<file path="src/sv/ccpp_pkg.sv">
// Shared constants, status codes and types for the checksummed command packet parser.
// No dependencies; every other file depends on this package.
package ccpp_pkg;

    localparam int SETTINGS_ENTRIES = 16;

    localparam int BYTE_W   = 8;
    localparam int POS_W    = 9;
    localparam int STATUS_W = 4;
    localparam int INDEX_W  = 4;

    localparam logic [POS_W-1:0] POS_LIMIT     = POS_W'(264);
    localparam logic [POS_W-1:0] HEADER_BYTES  = POS_W'(8);
    localparam logic [POS_W-1:0] MIN_PACKET    = POS_W'(9);
    localparam logic [POS_W-1:0] ENTRIES_LIMIT = POS_W'(SETTINGS_ENTRIES);

    localparam logic [BYTE_W-1:0] MAGIC0_BYTE  = 8'hA5;
    localparam logic [BYTE_W-1:0] MAGIC1_BYTE  = 8'h5A;
    localparam logic [BYTE_W-1:0] VERSION_BYTE = 8'h01;
    localparam logic [BYTE_W-1:0] KIND_HELLO   = 8'h01;
    localparam logic [BYTE_W-1:0] KIND_AUTH    = 8'h02;
    localparam logic [BYTE_W-1:0] KIND_WRITE   = 8'h03;
    localparam logic [BYTE_W-1:0] KEY_BYTE0    = 8'h42;
    localparam logic [BYTE_W-1:0] KEY_BYTE1    = 8'h13;
    localparam logic [BYTE_W-1:0] KEY_BYTE2    = 8'h37;
    localparam logic [BYTE_W-1:0] KEY_MASK     = 8'h5A;

    localparam logic [1:0] FAULT_NONE    = 2'd0;
    localparam logic [1:0] FAULT_MAGIC0  = 2'd1;
    localparam logic [1:0] FAULT_MAGIC1  = 2'd2;
    localparam logic [1:0] FAULT_VERSION = 2'd3;

    typedef logic [STATUS_W-1:0] status_t;

    localparam status_t ST_OK       = 4'd0;
    localparam status_t ST_SHORT    = 4'd1;
    localparam status_t ST_MAGIC0   = 4'd2;
    localparam status_t ST_MAGIC1   = 4'd3;
    localparam status_t ST_VERSION  = 4'd4;
    localparam status_t ST_LENGTH   = 4'd5;
    localparam status_t ST_CHECKSUM = 4'd6;
    localparam status_t ST_UNKNOWN  = 4'd7;
    localparam status_t ST_PAYLOAD  = 4'd8;
    localparam status_t ST_AUTH     = 4'd9;
    localparam status_t ST_RANGE    = 4'd10;

    typedef logic [3:0][BYTE_W-1:0] head_t;

    // Packet fields as they stand once the current byte is folded in.
    typedef struct packed {
        logic [POS_W-1:0]  position;
        logic [1:0]        fault;
        logic [BYTE_W-1:0] kind;
        logic              hello;
        logic [BYTE_W-1:0] session;
        logic [BYTE_W-1:0] length;
        logic [1:0]        sums_ok;
        head_t             head;
    } pkt_view_t;

endpackage

</file>
<file path="src/sv/ccpp_byte_if.sv">
// Byte request channel: one packet byte plus its end-of-packet flag.
// Depends on ccpp_pkg for widths.
interface ccpp_byte_if;
    logic                           valid;
    logic                           ready;
    logic [ccpp_pkg::BYTE_W-1:0]    data_byte;
    logic                           last_byte;

    modport source (output valid, output data_byte, output last_byte, input ready);
    modport sink   (input valid, input data_byte, input last_byte, output ready);
endinterface

</file>
<file path="src/sv/ccpp_result_if.sv">
// Result request channel: one status report per packet.
// Depends on ccpp_pkg for widths and the status type.
interface ccpp_result_if;
    logic                           valid;
    logic                           ready;
    ccpp_pkg::status_t              status;
    logic                           is_authenticated;
    logic [ccpp_pkg::BYTE_W-1:0]    current_session;
    logic                           entry_written;
    logic [ccpp_pkg::INDEX_W-1:0]   entry_index;
    logic [ccpp_pkg::BYTE_W-1:0]    entry_value;

    modport source (output valid, output status, output is_authenticated,
                    output current_session, output entry_written,
                    output entry_index, output entry_value, input ready);
    modport sink   (input valid, input status, input is_authenticated,
                    input current_session, input entry_written,
                    input entry_index, input entry_value, output ready);
endinterface

</file>
<file path="src/sv/ccpp_parse.sv">
// Per-packet byte tracker: position, header fields, running sums, payload head.
// Depends on ccpp_pkg.
module ccpp_parse (
    input  logic                         clk,
    input  logic                         rst_n,
    input  logic                         take,
    input  logic [ccpp_pkg::BYTE_W-1:0]  data_byte,
    input  logic                         last_byte,
    output ccpp_pkg::pkt_view_t          view
);
    import ccpp_pkg::*;

    logic [POS_W-1:0]  pos_reg,     pos_next;
    logic [1:0]        fault_reg,   fault_next;
    logic [BYTE_W-1:0] kind_reg,    kind_next;
    logic              hello_reg,   hello_next;
    logic [BYTE_W-1:0] session_reg, session_next;
    logic [BYTE_W-1:0] length_reg,  length_next;
    logic [BYTE_W-1:0] sum_reg,     sum_next;
    logic [1:0]        match_reg,   match_next;
    head_t             head_reg,    head_next;
    logic [POS_W-1:0]  sum_pos;

    always_comb
    begin
        sum_pos      = HEADER_BYTES + {1'b0, length_reg};
        pos_next     = (pos_reg < POS_LIMIT) ? pos_reg + POS_W'(1) : pos_reg;
        fault_next   = fault_reg;
        kind_next    = kind_reg;
        hello_next   = hello_reg;
        session_next = session_reg;
        length_next  = length_reg;
        sum_next     = sum_reg;
        match_next   = match_reg;
        head_next    = head_reg;

        // Keep only the first header fault.
        if (fault_reg == FAULT_NONE)
        begin
            if (pos_reg == POS_W'(0) && data_byte != MAGIC0_BYTE)
                fault_next = FAULT_MAGIC0;
            else if (pos_reg == POS_W'(1) && data_byte != MAGIC1_BYTE)
                fault_next = FAULT_MAGIC1;
            else if (pos_reg == POS_W'(2) && data_byte != VERSION_BYTE)
                fault_next = FAULT_VERSION;
        end

        if (pos_reg == POS_W'(3)) kind_next    = data_byte;
        if (pos_reg == POS_W'(4)) hello_next   = data_byte[0];
        if (pos_reg == POS_W'(5)) session_next = data_byte;
        if (pos_reg == POS_W'(6)) length_next  = data_byte;

        if (pos_reg < POS_W'(7))
            sum_next = sum_reg + data_byte;
        else if (pos_reg == POS_W'(7))
        begin
            if (data_byte == sum_reg) match_next[0] = 1'b1;
            sum_next = '0;
        end
        else if (pos_reg < sum_pos)
            sum_next = sum_reg + data_byte;
        else if (pos_reg == sum_pos)
        begin
            if (data_byte == sum_reg) match_next[1] = 1'b1;
        end

        if (pos_reg >= HEADER_BYTES && pos_reg < HEADER_BYTES + POS_W'(4))
            head_next[pos_reg[1:0]] = data_byte;
    end

    always_comb
    begin
        view.position = pos_next;
        view.fault    = fault_next;
        view.kind     = kind_next;
        view.hello    = hello_next;
        view.session  = session_next;
        view.length   = length_next;
        view.sums_ok  = match_next;
        view.head     = head_next;
    end

    // Clear all packet state but the payload head once the final byte is taken.
    always_ff @(posedge clk or negedge rst_n)
    begin
        if (!rst_n)
        begin
            pos_reg     <= '0;
            fault_reg   <= FAULT_NONE;
            kind_reg    <= '0;
            hello_reg   <= 1'b0;
            session_reg <= '0;
            length_reg  <= '0;
            sum_reg     <= '0;
            match_reg   <= '0;
        end
        else if (take)
        begin
            if (last_byte)
            begin
                pos_reg     <= '0;
                fault_reg   <= FAULT_NONE;
                kind_reg    <= '0;
                hello_reg   <= 1'b0;
                session_reg <= '0;
                length_reg  <= '0;
                sum_reg     <= '0;
                match_reg   <= '0;
            end
            else
            begin
                pos_reg     <= pos_next;
                fault_reg   <= fault_next;
                kind_reg    <= kind_next;
                hello_reg   <= hello_next;
                session_reg <= session_next;
                length_reg  <= length_next;
                sum_reg     <= sum_next;
                match_reg   <= match_next;
            end
        end
    end

    // Payload head is only read after this packet has written it.
    always_ff @(posedge clk)
    begin
        if (take) head_reg <= head_next;
    end

endmodule

</file>
<file path="src/sv/checksummed_command_packet_parser_unit.sv">
// Top level of the checksummed command packet parser.
// Depends on ccpp_pkg, ccpp_byte_if, ccpp_result_if and ccpp_parse.
//
// Packet bytes arrive on the byte channel, one request per byte, with
// last_byte set on the final byte. The block takes one byte every cycle
// unless a final byte is stalled waiting for the result register: each
// byte is registered, folded into the packet tracker and, on the final
// byte, judged in the same cycle into a result register. A result is reported
// only for the final byte of a packet. The status is chosen in priority
// order short, magic0, magic1, version, length, checksum (header or payload
// sum), then by type (HELLO, AUTH, WRITE_CONFIG, otherwise unknown). The session
// number and the authenticated flag persist across packets; a successful
// WRITE_CONFIG reports the written settings entry (index and value) on the
// result so the entry can be held by its consumer, and index/value read zero
// otherwise. While a result waits, bytes of the next packet keep flowing;
// only a final byte waits for the result register to free up.
module checksummed_command_packet_parser_unit (
    input  logic          clk,
    input  logic          rst_n,
    ccpp_byte_if.sink     bytes,
    ccpp_result_if.source results
);
    import ccpp_pkg::*;

    // Input register
    logic              s1_valid_reg;
    logic [BYTE_W-1:0] s1_byte_reg;
    logic              s1_last_reg;
    logic              s1_advance;

    // Persistent session state
    logic              auth_reg,    auth_next;
    logic [BYTE_W-1:0] session_reg, session_next;

    // Result register
    logic               out_valid_reg;
    status_t            status_reg,   status_next;
    logic               written_reg,  written_next;
    logic [INDEX_W-1:0] index_reg,    index_next;
    logic [BYTE_W-1:0]  value_reg,    value_next;

    pkt_view_t view;
    logic      report;
    logic      key_ok;

    // A non-final byte never needs the result register; a final one does.
    assign s1_advance   = s1_valid_reg &&
                          (!s1_last_reg || !out_valid_reg || results.ready);
    assign bytes.ready  = !s1_valid_reg || s1_advance;
    assign report       = s1_advance && s1_last_reg;

    always_ff @(posedge clk or negedge rst_n)
    begin
        if (!rst_n)
            s1_valid_reg <= 1'b0;
        else if (bytes.ready)
            s1_valid_reg <= bytes.valid;
    end

    always_ff @(posedge clk)
    begin
        if (bytes.ready && bytes.valid)
        begin
            s1_byte_reg <= bytes.data_byte;
            s1_last_reg <= bytes.last_byte;
        end
    end

    ccpp_parse u_parse (
        .clk       (clk),
        .rst_n     (rst_n),
        .take      (s1_advance),
        .data_byte (s1_byte_reg),
        .last_byte (s1_last_reg),
        .view      (view)
    );

    assign key_ok = view.head[0] == KEY_BYTE0 && view.head[1] == KEY_BYTE1 &&
                    view.head[2] == KEY_BYTE2 &&
                    view.head[3] == (view.session ^ KEY_MASK);

    // Judge the packet in priority order.
    always_comb
    begin
        status_next  = ST_OK;
        auth_next    = auth_reg;
        session_next = session_reg;
        written_next = 1'b0;
        index_next   = '0;
        value_next   = '0;

        if (view.position < MIN_PACKET)
            status_next = ST_SHORT;
        else if (view.fault != FAULT_NONE)
        begin
            unique case (view.fault)
                FAULT_MAGIC0: status_next = ST_MAGIC0;
                FAULT_MAGIC1: status_next = ST_MAGIC1;
                default:      status_next = ST_VERSION;
            endcase
        end
        else if (HEADER_BYTES + {1'b0, view.length} >= view.position)
            status_next = ST_LENGTH;
        else if (view.sums_ok != 2'b11)
            status_next = ST_CHECKSUM;
        else if (view.kind == KIND_HELLO)
        begin
            if (view.length > 8'd1)
                status_next = ST_PAYLOAD;
            else if (view.hello)
                session_next = view.session;
        end
        else if (view.kind == KIND_AUTH)
        begin
            if (view.length < 8'd4)
                status_next = ST_PAYLOAD;
            else if (key_ok)
            begin
                auth_next    = 1'b1;
                session_next = view.session;
            end
            else
            begin
                auth_next   = 1'b0;
                status_next = ST_AUTH;
            end
        end
        else if (view.kind == KIND_WRITE)
        begin
            if (view.length < 8'd2)
                status_next = ST_PAYLOAD;
            else if (!auth_reg)
                status_next = ST_AUTH;
            else if ({1'b0, view.head[0]} < ENTRIES_LIMIT)
            begin
                written_next = 1'b1;
                index_next   = view.head[0][INDEX_W-1:0];
                value_next   = view.head[1];
            end
            else
                status_next = ST_RANGE;
        end
        else
            status_next = ST_UNKNOWN;
    end

    always_ff @(posedge clk or negedge rst_n)
    begin
        if (!rst_n)
        begin
            auth_reg      <= 1'b0;
            session_reg   <= '0;
            out_valid_reg <= 1'b0;
        end
        else
        begin
            if (report)
            begin
                auth_reg    <= auth_next;
                session_reg <= session_next;
            end
            // Hold the result until taken; load a new one when judged.
            if (report)
                out_valid_reg <= 1'b1;
            else if (results.ready)
                out_valid_reg <= 1'b0;
        end
    end

    always_ff @(posedge clk)
    begin
        if (report)
        begin
            status_reg  <= status_next;
            written_reg <= written_next;
            index_reg   <= index_next;
            value_reg   <= value_next;
        end
    end

    assign results.valid            = out_valid_reg;
    assign results.status           = status_reg;
    assign results.is_authenticated = auth_reg;
    assign results.current_session  = session_reg;
    assign results.entry_written    = written_reg;
    assign results.entry_index      = index_reg;
    assign results.entry_value      = value_reg;

    // A written entry only comes from an authenticated, clean packet.
    a_write_ok: assert property (@(posedge clk) disable iff (!rst_n)
        out_valid_reg && written_reg |-> status_reg == ST_OK && auth_reg)
        else $error("entry written without ok status or authentication");

    // No entry reported means index and value read zero.
    a_idle_entry: assert property (@(posedge clk) disable iff (!rst_n)
        out_valid_reg && !written_reg |-> index_reg == '0 && value_reg == '0)
        else $error("entry fields set without a write");

    // A result appears only after a final byte was judged.
    a_only_final: assert property (@(posedge clk) disable iff (!rst_n)
        !out_valid_reg && !report |=> !out_valid_reg)
        else $error("result raised without a final byte");

    // Session state moves only on a judged final byte.
    a_state_hold: assert property (@(posedge clk) disable iff (!rst_n)
        !report |=> $stable(auth_reg) && $stable(session_reg))
        else $error("session state changed between packets");

endmodule
</file>
<file path="src/flat_wrapper.sv">
// flat-port wrapper written by rule: the top's interface ports become plain ports
module checksummed_command_packet_parser_unit_flat import ccpp_pkg::*;
  (clk, rst_n, bytes_valid, bytes_data_byte, bytes_last_byte, bytes_ready, results_valid, results_status, results_is_authenticated, results_current_session, results_entry_written, results_entry_index, results_entry_value, results_ready);
  ccpp_byte_if bytes_i ();
  ccpp_result_if results_i ();
  input  logic clk;
  input  logic rst_n;
  input wire logic [$bits(bytes_i.valid)-1:0] bytes_valid;
  input wire logic [$bits(bytes_i.data_byte)-1:0] bytes_data_byte;
  input wire logic [$bits(bytes_i.last_byte)-1:0] bytes_last_byte;
  output wire logic [$bits(bytes_i.ready)-1:0] bytes_ready;
  output wire logic [$bits(results_i.valid)-1:0] results_valid;
  output wire logic [$bits(results_i.status)-1:0] results_status;
  output wire logic [$bits(results_i.is_authenticated)-1:0] results_is_authenticated;
  output wire logic [$bits(results_i.current_session)-1:0] results_current_session;
  output wire logic [$bits(results_i.entry_written)-1:0] results_entry_written;
  output wire logic [$bits(results_i.entry_index)-1:0] results_entry_index;
  output wire logic [$bits(results_i.entry_value)-1:0] results_entry_value;
  input wire logic [$bits(results_i.ready)-1:0] results_ready;
  assign bytes_i.valid = bytes_valid;
  assign bytes_i.data_byte = bytes_data_byte;
  assign bytes_i.last_byte = bytes_last_byte;
  assign bytes_ready = bytes_i.ready;
  assign results_valid = results_i.valid;
  assign results_status = results_i.status;
  assign results_is_authenticated = results_i.is_authenticated;
  assign results_current_session = results_i.current_session;
  assign results_entry_written = results_i.entry_written;
  assign results_entry_index = results_i.entry_index;
  assign results_entry_value = results_i.entry_value;
  assign results_i.ready = results_ready;
  checksummed_command_packet_parser_unit u_core (.clk(clk), .rst_n(rst_n), .bytes(bytes_i), .results(results_i));
endmodule
</file>
<file path="config.mk">
export PLATFORM = sky130hd
export DESIGN_NAME = checksummed_command_packet_parser_unit_flat
export DESIGN_NICKNAME = d
export VERILOG_FILES = /design/src/sv/ccpp_pkg.sv /design/src/sv/ccpp_byte_if.sv /design/src/sv/ccpp_result_if.sv /design/src/sv/ccpp_parse.sv /design/src/sv/checksummed_command_packet_parser_unit.sv /design/src/flat_wrapper.sv
export SDC_FILE = /design/constraint.sdc
export NUM_CORES = 1
export LEC_CHECK = 0
export BUFFER_PORTS_ARGS = -buffer_cell sky130_fd_sc_hd__buf_2
export CORE_MARGIN = 1
export CORE_UTILIZATION = 61
export DETAILED_ROUTE_END_ITERATION = 12
export GPL_ROUTABILITY_DRIVEN = 1
export PLACE_DENSITY = 0.89
export SLEW_MARGIN = 0
export SYNTH_ARGS = -nofsm -noshare
export SYNTH_HDL_FRONTEND = slang
export SYNTH_SLANG_ARGS = --single-unit
</file>
<file path="constraint.sdc">
create_clock -name clk -period 6.6 [get_ports clk]
set_input_delay 1.32 -clock clk [delete_from_list [all_inputs] [get_ports clk]]
set_output_delay 1.32 -clock clk [all_outputs]
set_load 0.02 [all_outputs]
</file>
==> impl_metrics.py <==
metrics = {
    "status": {
        "status": "finished clean",
    },
    "timing": {
        "holdWs_ns": 0.489,
        "fin_skew_ns": 0.00748,
        "slew_violations": 0,
        "fmax_ghz": 0.186,
        "tns_ns": 0,
        "fin_crit_ns": 5.38,
        "timing.slew.headroom_pct": 30.6,
        "rsz0062_at_grt": "no",
        "tightest_slew_ns": 1.03,
        "period_share_pct": 81.5,
        "final-hold-violation-count": 0,
        "setup_violations": 0,
    },
    "cts": {
        "cts_buffer_depth": 2,
        "clock-sinks": 115,
        "post_cts_resized": 0,
        "path_clk_slew_ns": 0.06,
        "cts_max_level": 4,
        "cts_buffers": 17,
        "cts_root_buf": "clkbuf_8",
        "postCtsSetupBuffers": 0,
        "clkLatencyLatePin_ns": 0.53,
        "cts-hold-fix-buffers": 0,
        "cts_tree": "built",
    },
    "detailed_routing": {
        "drt_iter0_markers": 515,
        "ant_nets": 0,
        "routedWlPerCell_um": 21.2,
        "drtPass1Iterations": 5,
        "vias_per_cell": 6.68,
        "vias": 5674,
        "drc_errors": 0,
        "routed_wl_mm": 18.0,
    },
    "final_layout": {
        "area_growth_pct": 11.6,
        "postLayoutCoreUtil_pct": 69.8,
        "nFillCells": 736,
        "drive_above_1_share_pct": 14.1,
        "instances_no_fill": 849,
        "largest_reg_flops": 32,
        "finalNetCount": 742,
    },
    "pwr": {
        "share_seq_of_total_power_pct": 40.7,
        "clkPwrFrac_pct": 39.4,
        "netSwitchingPower_mw": 0.651,
        "power_density_nw_per_um2": 291,
        "pwr-share-comb_pct": 19.9,
        "p_int_mw": 1.54,
        "ir_drop_uv": 185,
        "swShare_pct": 29.7,
        "p_leak_nw": 3.35,
    },
    "floorplanning": {
        "die_area_um2": 11500,
        "rows": 38,
        "fp.dieW_um": 107,
        "ios": 41,
        "start_util_pct": 62.6,
        "die_h_um": 107,
        "core_um2": 10800,
    },
    "worst_setup_path": {
        "crit_start": "u_core.u_parse.pos_reg[5]",
        "critPathMaxFanout": 22,
        "path_cells": "or4_4, or4b_1, nor2_1, a21oi_1, or3_1, xor2_1, ha_1, nand2_1, o2111ai_1, o21ai_0, nor3b_1, nand3_1, nor2_1",
        "timing_worst_setup_path_type": "flip-flop to flip-flop",
        "slowest_stage": "or4b_1",
        "reg2reg_to": "u_core.results.entry_index[2]",
        "crit_path_end_kind": "flip-flop",
        "start_kind": "flip-flop",
        "crit_end": "u_core.results.entry_index[2]",
        "r2r_slack_ns": 1.22,
        "crit_family": "simple AND/OR/NAND/NOR gates",
        "required_ns": 6.95,
        "critical_path_depth": 13,
        "path_common_cell": "nor2_1",
        "cp.arrival_ns": 5.73,
        "r2r_cells": 13,
        "cpPeakStageDelay_ns": 0.85,
        "r2r_start": "u_core.u_parse.pos_reg[5]",
        "critical_path_buf_inv_count": 0,
    },
    "logic_synthesis": {
        "ys_ff_latch": 115,
        "seq_area_frac_synth_pct": 46.9,
        "synth_top_cell_area_share_pct": 25.8,
        "avgSynthCellArea_um2": 10.1,
        "netlist_instances": 667,
        "syn_nets": 714,
        "synth_edf_count": 58,
        "netlist_area_um2": 6760,
        "yosys-top-cells-area": "edfxtp_1 (26%), dfrtp_1 (21%), ha_1 (6.1%), nand2_1 (4.3%), o21ai_0 (4.1%)",
        "async_reset_ff_share_pct": 49.6,
        "ys_dominant_reg_cell": "edfxtp_1",
        "synth_area_leader_cell": "edfxtp_1",
        "yosysWarningCount": 0,
        "synth_cell_types": 73,
    },
    "placement": {
        "io_buffers": 40,
        "dp.cells": 816,
        "place_hpwl_mm": 12.0,
        "gp_congestion": 0.955,
    },
    "global_routing": {
        "grt_pass1_vias": 5647,
        "antenna_found_initial": 1,
        "grt_usage_pct": 33.7,
        "grt_overflow_total": 0,
        "grt_pass1_wl_mm": 29.0,
        "grt_max_degree": 58,
    },
    "hold_path": {
        "hp-class": "flip-flop to flip-flop",
    },
    "run": {
        "maxCapViolCount": 0,
    },
}
-- metal layers --
layer	vias to the layer above	wire, µm	global-route usage, %
met5	-	0	0
met1	2726	6970	42.8
li1	2508	-	-
met3	75	1710	8.21
met4	0	682	17.1
met2	365	8650	53.5
-- metrics by stage --
step,power (mW),worst slack (ns),cell area (µm²)
2_1_floorplan,1.20,1.87,6760
3_3_place_gp,1.29,1.51,6980
3_5_place_dp,1.32,1.34,6980
4_1_cts,2.18,1.27,7540
5_1_grt,2.28,0.839,7540
6_report,2.19,1.22,7540
-- cell type report --
cell class	instances	area [µm²]	share of cell area [%]
sequential	115	3170	42.0
timing repair buffer	43	223	2.95
multi-input combinational	487	3300	43.7
clock buffer	23	478	6.34
inverter	31	116	1.54
tap	140	175	2.32
clock inverter	9	78.8	1.05
antenna	1	2.50	0.0332
-- cell usage in the layout (no fill, tap or decap), drive strengths merged, types with 20 or more instances in the layout --
master / netlist / layout
o21ai: 60 / 60
nor2: 50 / 50
nor3: 20 / 20
nand2: 78 / 78
buf: 12 / 43
a21oi: 25 / 25
dfrtp: 57 / 57
edfxtp: 58 / 58
a22o: 27 / 27
inv: 30 / 30
ha: 33 / 33
clkbuf: 22 / 23
-- worst reg2reg max path, stage by stage, from the launching register on --
cell	delay (ns)
dfrtp_1	0.48
or4_4	0.69
or4b_1	0.86
nor2_1	0.22
a21oi_1	0.09
or3_1	0.45
xor2_1	0.18
ha_1	0.29
nand2_1	0.10
o2111ai_1	0.12
o21ai_0	0.34
nor3b_1	0.55
nand3_1	0.52
nor2_1	0.31
-- how the worst min path moves through the flow --
| stage | from | endpoint | slack (ns) | depth (start not counted) |
|---|---|---|---|---|
| global route | u_core.u_parse.kind_reg[6] | u_core.u_parse.kind_reg[6] | 0.52 | 1 |
| detailed placement | u_core.u_parse.kind_reg[0] | u_core.u_parse.kind_reg[0] | 0.47 | 2 |
| CTS | u_core.u_parse.kind_reg[0] | u_core.u_parse.kind_reg[0] | 0.48 | 2 |
| floorplan | u_core.u_parse.hello_reg | u_core.u_parse.hello_reg | 0.44 | 2 |
| finish | u_core.u_parse.hello_reg | u_core.u_parse.hello_reg | 0.49 | 2 |
| global placement | u_core.u_parse.hello_reg | u_core.u_parse.hello_reg | 0.46 | 2 |
-- logic make-up (layout without fill, tap and decap cells) --
| kind of cell | Yosys count | count (layout) | synth area share [%] |
|---|---|---|---|
| compound gates | 166 | 166 | 16.9 |
| xor+xnor | 28 | 28 | 3.63 |
| fa+ha+maj | 34 | 34 | 6.41 |
| buf+inv | 65 | 106 | 4.31 |
| flops | 115 | 115 | 46.9 |
| mux | 25 | 25 | 4.46 |
| other cells | 0 | 1 | 0 |
| simple gates | 234 | 234 | 17.4 |
-- synth_stat cells, drive strengths merged (3+ instances only) --
| library cell | n |
|---|---|
| nand3 | 11 |
| xor2 | 14 |
| inv | 30 |
| or2 | 4 |
| ha | 33 |
| o41ai | 3 |
| dfrtp | 57 |
| a31oi | 3 |
| mux2i | 11 |
| nand2b | 11 |
| a21o | 7 |
| nand4b | 4 |
| and3 | 3 |
| nand2 | 78 |
| nor4 | 9 |
| a221o | 8 |
| a22o | 27 |
| nand4 | 12 |
| o21ai | 60 |
| nor2 | 50 |
| mux2 | 14 |
| a211oi | 3 |
| buf | 12 |
| clkbuf | 22 |
| o221ai | 8 |
| o22ai | 4 |
| edfxtp | 58 |
| or4 | 4 |
| a21oi | 25 |
| or3 | 4 |
| xnor2 | 14 |
| nor3 | 20 |
| nor2b | 12 |
-- power by group through the flow --
stage	sequential [mW]	combinational, mW	clock, mW
after floorplan	0.878	0.326	0
after global placement	0.895	0.395	0
after detailed placement	0.900	0.419	0
after CTS	0.889	0.428	0.866
after global routing	0.899	0.482	0.897
final	0.893	0.437	0.865
(Power assumes the default switching activity.)
